===== config.mk =====
export PLATFORM = sky130hd
export DESIGN_NAME = fixed_point_shift_divider_core
export DESIGN_NICKNAME = d
export VERILOG_FILES = /design/src/rtl/core/fpsd_pkg.sv /design/src/rtl/core/fpsd_cell.sv /design/src/rtl/core/fpsd_seq.sv /design/src/rtl/core/fixed_point_shift_divider_core.sv
export SDC_FILE = /design/constraint.sdc
export NUM_CORES = 1
export LEC_CHECK = 0
export ABC_AREA = 1
export BUFFER_PORTS_ARGS = -buffer_cell sky130_fd_sc_hd__buf_2
export CAP_MARGIN = 20
export CORE_UTILIZATION = 35
export DETAILED_ROUTE_END_ITERATION = 12
export PLACE_DENSITY = 0.55
export SYNTH_ARGS = -nofsm -noshare
export SYNTH_HDL_FRONTEND = slang
export SYNTH_HIERARCHICAL = 1
export SYNTH_SLANG_ARGS = --single-unit

===== constraint.sdc =====
create_clock -name clk_i -period 17.8 [get_ports clk_i]
set_input_delay 0.89 -clock clk_i [delete_from_list [all_inputs] [get_ports clk_i]]
set_output_delay 0.89 -clock clk_i [all_outputs]
set_load 0.02 [all_outputs]

===== src/rtl/core/fpsd_pkg.sv =====
// Package for the fixed-point shift divider.
// Holds the word width and the structs passed between the cell row and the sequencer.
// No dependencies.
package fpsd_pkg;

  // Width of operands, remainder, divisor and quotient.
  localparam int unsigned DataW = 32;

  typedef logic [DataW-1:0] word_t;

  // Per-cycle command broadcast to every cell of the row.
  typedef struct packed {
    logic load;       // load operand magnitudes and the starting result bit
    logic pre_shift;  // shift divisor and result bit one place up
    logic div_step;   // conditional subtract, then remainder up, result bit down
    logic take;       // the subtraction is accepted in this step
  } cell_ctrl_t;

  // Signals handed from one cell to the next one up.
  typedef struct packed {
    logic rem;        // stored remainder bit
    logic rem_post;   // remainder bit after the conditional subtract
    logic dv;         // stored divisor bit
    logic res;        // stored result-bit marker
    logic diff;       // bit of remainder minus divisor
    logic borrow;     // borrow out of this position
    logic diff_nz;    // some difference bit at or below is set
    logic rem_nz;     // some remainder bit at or below is set
    logic res_nz;     // some result-bit marker at or below is set
  } cell_link_t;

  // Row status seen by the sequencer.
  typedef struct packed {
    logic dv_lt_rem;  // unsigned divisor below remainder
    logic rem_ge_dv;  // signed remainder at or above divisor
    logic rem_nz;     // remainder is nonzero
    logic res_nz;     // result bit is nonzero
  } row_stat_t;

  // Per-item information captured on the input transfer.
  typedef struct packed {
    logic neg;        // result is negated
    logic dbz;        // nonzero value divided by zero
  } item_info_t;

endpackage


===== src/rtl/core/fpsd_cell.sv =====
// One bit slice of the divider row: remainder, divisor, result-bit marker and quotient bit.
// Depends on fpsd_pkg.
module fpsd_cell (
  input  logic               clk_i,
  input  fpsd_pkg::cell_ctrl_t ctrl_i,
  input  logic               load_rem_i,
  input  logic               load_dv_i,
  input  logic               load_res_i,
  input  fpsd_pkg::cell_link_t link_i,   // from the neighbour one place down
  input  logic               res_hi_i,   // result-bit marker of the neighbour one place up
  output fpsd_pkg::cell_link_t link_o,   // to the neighbour one place up
  output logic               q_o
);
  import fpsd_pkg::*;

  logic rem_q, rem_d;
  logic dv_q, dv_d;
  logic res_q, res_d;
  logic q_q, q_d;
  logic diff;
  logic borrow;

  // Ripple subtract slice for remainder minus divisor.
  assign diff   = rem_q ^ dv_q ^ link_i.borrow;
  assign borrow = (~rem_q & dv_q) | (~(rem_q ^ dv_q) & link_i.borrow);

  // Values handed to the next cell up.
  always_comb begin
    link_o.rem      = rem_q;
    link_o.rem_post = ctrl_i.take ? diff : rem_q;
    link_o.dv       = dv_q;
    link_o.res      = res_q;
    link_o.diff     = diff;
    link_o.borrow   = borrow;
    link_o.diff_nz  = link_i.diff_nz | diff;
    link_o.rem_nz   = link_i.rem_nz | rem_q;
    link_o.res_nz   = link_i.res_nz | res_q;
  end

  // Next state of the slice.
  always_comb begin
    rem_d = rem_q;
    dv_d  = dv_q;
    res_d = res_q;
    q_d   = q_q;
    if (ctrl_i.load) begin
      rem_d = load_rem_i;
      dv_d  = load_dv_i;
      res_d = load_res_i;
      q_d   = 1'b0;
    end else if (ctrl_i.pre_shift) begin
      dv_d  = link_i.dv;
      res_d = link_i.res;
    end else if (ctrl_i.div_step) begin
      q_d   = q_q | (ctrl_i.take & res_q);
      rem_d = link_i.rem_post;
      res_d = res_hi_i;
    end
  end

  // Payload registers, no reset needed.
  always_ff @(posedge clk_i) begin
    rem_q <= rem_d;
    dv_q  <= dv_d;
    res_q <= res_d;
    q_q   <= q_d;
  end

  assign q_o = q_q;

endmodule


===== src/rtl/core/fpsd_seq.sv =====
// Sequencer of the divider: pre-shift, quotient steps and the output register.
// Depends on fpsd_pkg.
module fpsd_seq (
  input  logic                 clk_i,
  input  logic                 rst_ni,
  input  logic                 in_fire_i,
  input  fpsd_pkg::item_info_t info_i,
  input  fpsd_pkg::row_stat_t  stat_i,
  input  fpsd_pkg::word_t      q_i,
  input  logic                 out_ready_i,
  output fpsd_pkg::cell_ctrl_t ctrl_o,
  output logic                 in_ready_o,
  output logic                 out_valid_o,
  output fpsd_pkg::word_t      quotient_o,
  output logic                 dbz_o
);
  import fpsd_pkg::*;

  localparam logic [1:0] StIdle = 2'd0;
  localparam logic [1:0] StPre  = 2'd1;
  localparam logic [1:0] StDiv  = 2'd2;
  localparam logic [1:0] StDone = 2'd3;

  logic [1:0] state_q, state_d;
  logic       first_q, first_d;
  item_info_t info_q, info_d;
  logic       out_valid_q, out_valid_d;
  word_t      quot_q, quot_d;
  logic       dbz_q, dbz_d;
  logic       out_load;

  // Control of the cell row and the state sequence.
  always_comb begin
    state_d          = state_q;
    first_d          = first_q;
    info_d           = info_q;
    out_load         = 1'b0;
    ctrl_o.load      = 1'b0;
    ctrl_o.pre_shift = 1'b0;
    ctrl_o.div_step  = 1'b0;
    ctrl_o.take      = stat_i.rem_ge_dv;
    unique case (state_q)
      StIdle: begin
        if (in_fire_i) begin
          ctrl_o.load = 1'b1;
          info_d      = info_i;
          first_d     = 1'b1;
          state_d     = info_i.dbz ? StDone : StPre;
        end
      end
      StPre: begin
        if (stat_i.dv_lt_rem) begin
          ctrl_o.pre_shift = 1'b1;
        end else begin
          state_d = StDiv;
        end
      end
      StDiv: begin
        // The first step always runs; later ones while both values are nonzero.
        if (first_q || (stat_i.rem_nz && stat_i.res_nz)) begin
          ctrl_o.div_step = 1'b1;
          first_d         = 1'b0;
        end else begin
          state_d = StDone;
        end
      end
      StDone: begin
        if (!out_valid_q || out_ready_i) begin
          out_load = 1'b1;
          state_d  = StIdle;
        end
      end
      default: state_d = StIdle;
    endcase
  end

  // Output register: sign correction and the divide-by-zero case.
  always_comb begin
    out_valid_d = out_valid_q;
    quot_d      = quot_q;
    dbz_d       = dbz_q;
    if (out_load) begin
      out_valid_d = 1'b1;
      dbz_d       = info_q.dbz;
      if (info_q.dbz) begin
        quot_d = '0;
      end else if (info_q.neg) begin
        quot_d = (~q_i) + word_t'(1);
      end else begin
        quot_d = q_i;
      end
    end else if (out_ready_i) begin
      out_valid_d = 1'b0;
    end
  end

  always_ff @(posedge clk_i or negedge rst_ni) begin
    if (!rst_ni) begin
      state_q     <= StIdle;
      out_valid_q <= 1'b0;
    end else begin
      state_q     <= state_d;
      out_valid_q <= out_valid_d;
    end
  end

  always_ff @(posedge clk_i) begin
    first_q <= first_d;
    info_q  <= info_d;
    quot_q  <= quot_d;
    dbz_q   <= dbz_d;
  end

  assign in_ready_o  = (state_q == StIdle);
  assign out_valid_o = out_valid_q;
  assign quotient_o  = quot_q;
  assign dbz_o       = dbz_q;

endmodule


===== src/rtl/core/fixed_point_shift_divider_core.sv =====
// Signed 16.16 shift-subtract divider built as a row of 32 bit-slice cells.
// After the input transfer the row is loaded and runs K pre-shift steps (K 0 to 31), then N
// quotient steps (N 1 to 32), before the result goes to the output register; a nonzero value
// divided by zero goes straight to the output register. One step per cycle, set by the borrow
// chain of the row. A new transfer is taken once the result is in the output register.
// Reset (rst_ni low, asynchronous) returns the sequencer to idle and empties the output.
module fixed_point_shift_divider_core #(
  parameter int unsigned FRAC_BITS = 16
) (
  input  logic        clk_i,
  input  logic        rst_ni,
  input  logic        s_axis_tvalid,
  output logic        s_axis_tready,
  input  logic [63:0] s_axis_tdata,   // [31:0] numerator, [63:32] denominator
  output logic        m_axis_tvalid,
  input  logic        m_axis_tready,
  output logic [31:0] m_axis_tdata,   // [31:0] quotient
  output logic        m_axis_tuser    // [0] divide_by_zero
);
  import fpsd_pkg::*;

  word_t      numerator;
  word_t      denominator;
  word_t      num_mag;
  word_t      den_mag;
  word_t      q_row;
  item_info_t info;
  row_stat_t  stat;
  cell_ctrl_t ctrl;
  cell_link_t link [DataW+1];
  cell_link_t top;
  logic       in_fire;
  logic       ovf;

  assign numerator   = s_axis_tdata[DataW-1:0];
  assign denominator = s_axis_tdata[2*DataW-1:DataW];
  assign in_fire     = s_axis_tvalid && s_axis_tready;

  // Operand magnitudes, wrapping for the most negative value.
  assign num_mag = numerator[DataW-1] ? ((~numerator) + word_t'(1)) : numerator;
  assign den_mag = denominator[DataW-1] ? ((~denominator) + word_t'(1)) : denominator;

  assign info.neg = numerator[DataW-1] ^ denominator[DataW-1];
  assign info.dbz = (denominator == '0) && (numerator != '0);

  // Bottom of the chain: no borrow, nothing below.
  assign link[0] = '0;

  // Row of bit-slice cells, least significant at index 0.
  for (genvar i = 0; i < DataW; i++) begin : g_cell
    logic res_hi;
    if (i == DataW - 1) begin : g_top
      assign res_hi = 1'b0;
    end else begin : g_mid
      assign res_hi = link[i+2].res;
    end
    fpsd_cell u_cell (
      .clk_i      (clk_i),
      .ctrl_i     (ctrl),
      .load_rem_i (num_mag[i]),
      .load_dv_i  (den_mag[i]),
      .load_res_i (logic'(i == FRAC_BITS)),
      .link_i     (link[i]),
      .res_hi_i   (res_hi),
      .link_o     (link[i+1]),
      .q_o        (q_row[i])
    );
  end

  // Compares taken from the top of the chain.
  assign top            = link[DataW];
  assign ovf            = (top.rem ^ top.dv) & (top.diff ^ top.rem);
  assign stat.dv_lt_rem = !top.borrow && top.diff_nz;
  assign stat.rem_ge_dv = !(top.diff ^ ovf);
  assign stat.rem_nz    = top.rem_nz;
  assign stat.res_nz    = top.res_nz;

  fpsd_seq u_seq (
    .clk_i       (clk_i),
    .rst_ni      (rst_ni),
    .in_fire_i   (in_fire),
    .info_i      (info),
    .stat_i      (stat),
    .q_i         (q_row),
    .out_ready_i (m_axis_tready),
    .ctrl_o      (ctrl),
    .in_ready_o  (s_axis_tready),
    .out_valid_o (m_axis_tvalid),
    .quotient_o  (m_axis_tdata),
    .dbz_o       (m_axis_tuser)
  );

endmodule


======== After elaboration in Yosys (flattened, before gate mapping) ========
Index checks and enable logic that the tools add are counted.
storage, ports and cells
  input port bits ......................... 68
  memory bits (writable) .................. 0
  bits in latches ......................... 0
  output and inout bits ................... 35
  register bits ........................... 167
  ROM bits ................................ 0
  memories ................................ 0
  logic and storage cells ................. 829
operators by class
  bitwise gates (word level) .............. 385
  $add $sub $neg .......................... 3
  reduce and logical (&&, ||, !) cells .... 23
  magnitude comparators ................... 0
  div/mod/pow operators ................... 0
  mux-type cells .......................... 274
  shifts and indexed selects .............. 0
  multipliers ............................. 0
  equal/unequal tests ..................... 9
operator list
  cell                                                                   count
  1-bit 2-to-1 mux                                                       264
  1-bit bitwise OR                                                       156
  32-bit by 1-bit adder with 32-bit output, second input constant        3
  1-bit bitwise AND                                                      96
  32-bit 2-to-1 mux                                                      3
  32-bit inverter                                                        3
  1-bit bitwise XOR                                                      66
  1-bit inverter                                                         64
  32-bit zero test                                                       1
  32-bit nonzero test                                                    1
  2-bit 2-to-1 mux                                                       5
  2-bit nonzero test                                                     5
  2-bit by 1-bit != test with 1-bit output, second input constant        4
  2-bit one-hot mux with 4 select lines                                  1
  2-bit AND reduction                                                    3
  2-bit equality test, second input constant                             2
  1-bit logical AND                                                      4
  2-bit != test, second input constant                                   2
  4-bit AND reduction                                                    1
  1-bit zero test                                                        3
  3-bit AND reduction                                                    1
  2-bit by 1-bit equality test with 1-bit output, second input constant  1
  2-bit zero test                                                        1
  1-bit logical OR                                                       2
  2 further kinds                                                        2

======== Longest topological paths before layout ========
  word-level depth ........................ 70
  depth in mapped cells ................... 127
  gate-level depth less buffers ........... 96

======== Cells and area by module ========
Netlist, hierarchy kept.
by module, submodules not included
  module                            times used  area each (um^2)  sequential area each (um^2)  cells an instance
  fpsd_cell (g_cell[0].u_cell ...)  28          299.0             110.1                        41
  fpsd_seq                          1           2497.4            1156.1                       328
  fixed_point_shift_divider_core    1           2190.9            0.0                          469
  fpsd_cell (g_cell[6].u_cell ...)  4           291.5             110.1                        39

======== Worst setup path after synthesis ========
No wires, ideal clock.
  path type ............................... reg2reg
  from .................................... register g_cell[0].u_cell.rem_q
  to ...................................... register g_cell[0].u_cell.res_q (enable)
  cell stages (with the launch flop) ...... 125
  clock period less this slack ............ 18.563 ns
  setup slack ............................. -0.763 ns
  buffers on the path ..................... 31
  data arrival time ....................... 18.257 ns
  path through ............................ edfxtp_1 fa_1 inv_1 buf_4 inv_1 fa_1 inv_1 buf_4 inv_1 fa_1 inv_1 buf_4 inv_1 fa_1 inv_1 buf_4 inv_1 fa_1 [89 not listed] buf_4 inv_1 fa_1 inv_1 buf_4 inv_1 fa_1 inv_1 buf_4 inv_1 fa_1 or2_2 inv_1 nor2_1 nand2_1 inv_1 inv_1 nand3_1
RTL lines
  item                    RTL line         text
  from (decl)             fpsd_cell.sv:16  logic rem_q, rem_d;
  from (signal assigned)  fpsd_cell.sv:63  rem_q <= rem_d;
  to (signal assigned)    fpsd_cell.sv:65  res_q <= res_d;
  to (decl)               fpsd_cell.sv:18  logic res_q, res_d;

==> summary.md <==
| Metric | Value |
|---|---|
| Status | completed |
| Worst setup startpoint | g_cell[0].u_cell/rem_q$_DFFE_PP_ |
| Slowest CP cell | buf_4 |
| Vias in the first global route | about 11000 |
| Synth-to-layout area growth | 8.75% |
| Total Negative Setup Slacks | 0 ns |
| Worst Hold Class | in2async |
| Static leakage | 7.22 nW |
| Worst path buffer plus inverter count | 55 |
| Period minus WS final | 15.51 ns |
| R2r setup slk | around 2.3 ns |
| Initial core utilization | 0.355 |
| Die area | 0.0401 mm^2 |
| Fin nets | 2194 |
| DP Wirelength | roughly 29 mm |
| TritonCTS clock tree | built |
| Nature of the critical path startpoint | flop |
| CP Class | reg2reg |
| # DRC | 0 |
| GRT overflow | 0 |
| Ant. Diodes | 0 |
| Total power | 0.00291 W |
| Final hold vios | 0 |
| Skew final | roughly 0.019 ns |
| Delay of the slowest critical-path stage | ~0.69 ns |
| Clk Latency, worst-skew pair | 0.44 ns |
| Clock buffer depth | 2 |
| Top delay family on crit path | adder cells |
| Critical Path RT | between 15 and 20 ns |
| Router iterations before antenna repair | 6 |
| # Max-Cap Violations | 0 |
| Post-Syn Area per Cell | 6.75 um^2 |
| GRT Total Usage | 0.189 |
| Die Width | ~200 um |
| Worst-path clk slew | 0.08 ns |
| Post-CTS sizing | 0 |
| Vias | around 12000 |
| Cell area after synthesis | 0.0137 mm^2 |
| Slew @ Worst Pin | 1.01 ns |
| Iter 0 DRT Violations | approximately 850 |
| FF-to-FF Start | g_cell[0].u_cell/rem_q$_DFFE_PP_ |
| Mean number of vias per cell | roughly 4.6 |
| Post-CTS Hold Buffers | 0 |
| Initial antenna violation count | 0 |
| Mapped Cells | roughly 2000 |
| Period utilization | 0.871 |
| Final WL | between 30 and 40 mm |
| Cell mode on critical path | inv_1 |
| Crit. End Element | flop |
| Core Region | 0.0387 mm^2 |
| Slew HR | 0.326 |
| Avg WL per Cell | around 14 um |
| IO buf count | 102 |
| Buffer count from post-CTS setup fixing | 0 |
| Proportion of layout cells with a drive suffix above 1 | 0.158 |
| Crit-path max FO | between 90 and 100 |
| Routed Antenna Nets | 0 |
| RSZ-0062 raised after global routing | no |
| Worst Path Arrival | between 15 and 20 ns |
| Die height | 200 um |
| Yosys Warn Count | 6 |
| Max Slew Vio Count | 0 |
| Ports | ~100 |
| Root Driver | clkbuf_16 |
| Largest net degree at the start of global routing | 130 |
| CTS H-tree lvls | 4 |
| Gpl congestion | between 0.8 and 0.9 |
| Total clock sinks | 167 |
| First-pass GRT wire length | between 60 and 70 mm |
| Endpoints failing setup | 0 |
| Pwr dens | between 150 and 200 mW/mm^2 |
| CTS buffer count | 17 |
| Highest clock rate | between 0.06 and 0.07 GHz |
| Row count | between 70 and 80 |
| VDD IR max | 0.200 mV |
==> layout by cell type (no fill, tap or decap), drive strengths merged, types with 13 or more instances in the layout <==
cell type	count
conb	40
clkbuf	23
nand2	621
fa	32
a21oi	128
edfxtp	132
o21ai	112
xnor2	16
dfxtp	32
inv	374
buf	107
nand3	80
xor2	13
nor2	248
or2	96
==> flip-flops by register name (all words and copies together) (netlist names), 2 cells and up <==
name and flops:
u_seq/state_q 2, g_cell.u_cell/q_o 32, g_cell.u_cell/dv_q 32, g_cell.u_cell/res_q 32, g_cell.u_cell/rem_q 32, u_seq/quotient_o 32, u_seq/info_q 2
==> stage by stage <==
| step | utilization | setup WS [ns] | std cells | hold WS, ns | area [um^2] |
|---|---|---|---|---|---|
| 3_5_place_dp | 0.370 | 2.35 | 2585 | 0.445 | 14300 |
| 2_1_floorplan | - | 0.00925 | 2074 | 0.430 | 13900 |
| 3_3_place_gp | 0.370 | 2.53 | 2585 | 0.439 | 14300 |
| 6_report | 0.386 | 2.29 | 2617 | 0.243 | 15000 |
| 5_1_grt | 0.386 | 1.32 | 2617 | 0.226 | 15000 |
| 4_1_cts | 0.386 | 2.28 | 2617 | 0.227 | 15000 |
==> layout make-up <==
class	count	area [um^2]
fillers	4176	23800
multi-input cells	1421	7040
flip-flops and latches	167	4680
inverters	372	1400
well taps	518	648
repair buffers	107	561
clock buffers	23	510
clock inverters	9	110
==> power breakdown <==
| group | switching [W] | internal, W |
|---|---|---|
| clock | 0.000163 | 0.000232 |
| sequential | 0.000160 | 0.000742 |
| combinational | 0.00105 | 0.000556 |
| total | 0.00138 | 0.00153 |
==> path summary, 6_finish.rpt <==
kind                                                 endpoint  depth (start not counted)
min in group clk_i         g_cell[31].u_cell/q_o$_SDFFE_PP0P_                          2
hold / removal                  u_seq/out_valid_o$_DFFE_PN0P_                          1
max in group asynchronous        u_seq/state_q[0]$_DFFE_PN0P_                          1
hold reg to reg            g_cell[31].u_cell/q_o$_SDFFE_PP0P_                          2
setup reg to reg             g_cell[5].u_cell/rem_q$_DFFE_PP_                         93
setup / recovery             g_cell[5].u_cell/rem_q$_DFFE_PP_                         93
==> metal layers <==
layer | GRT usage | part of all wire
met5 | 0 | 0
met4 | 0.0440 | 0.013
met3 | 0.0264 | 0.049
met2 | 0.290 | 0.43
met1 | 0.280 | 0.51
No activity file was read; power rests on OpenSTA's default activity.
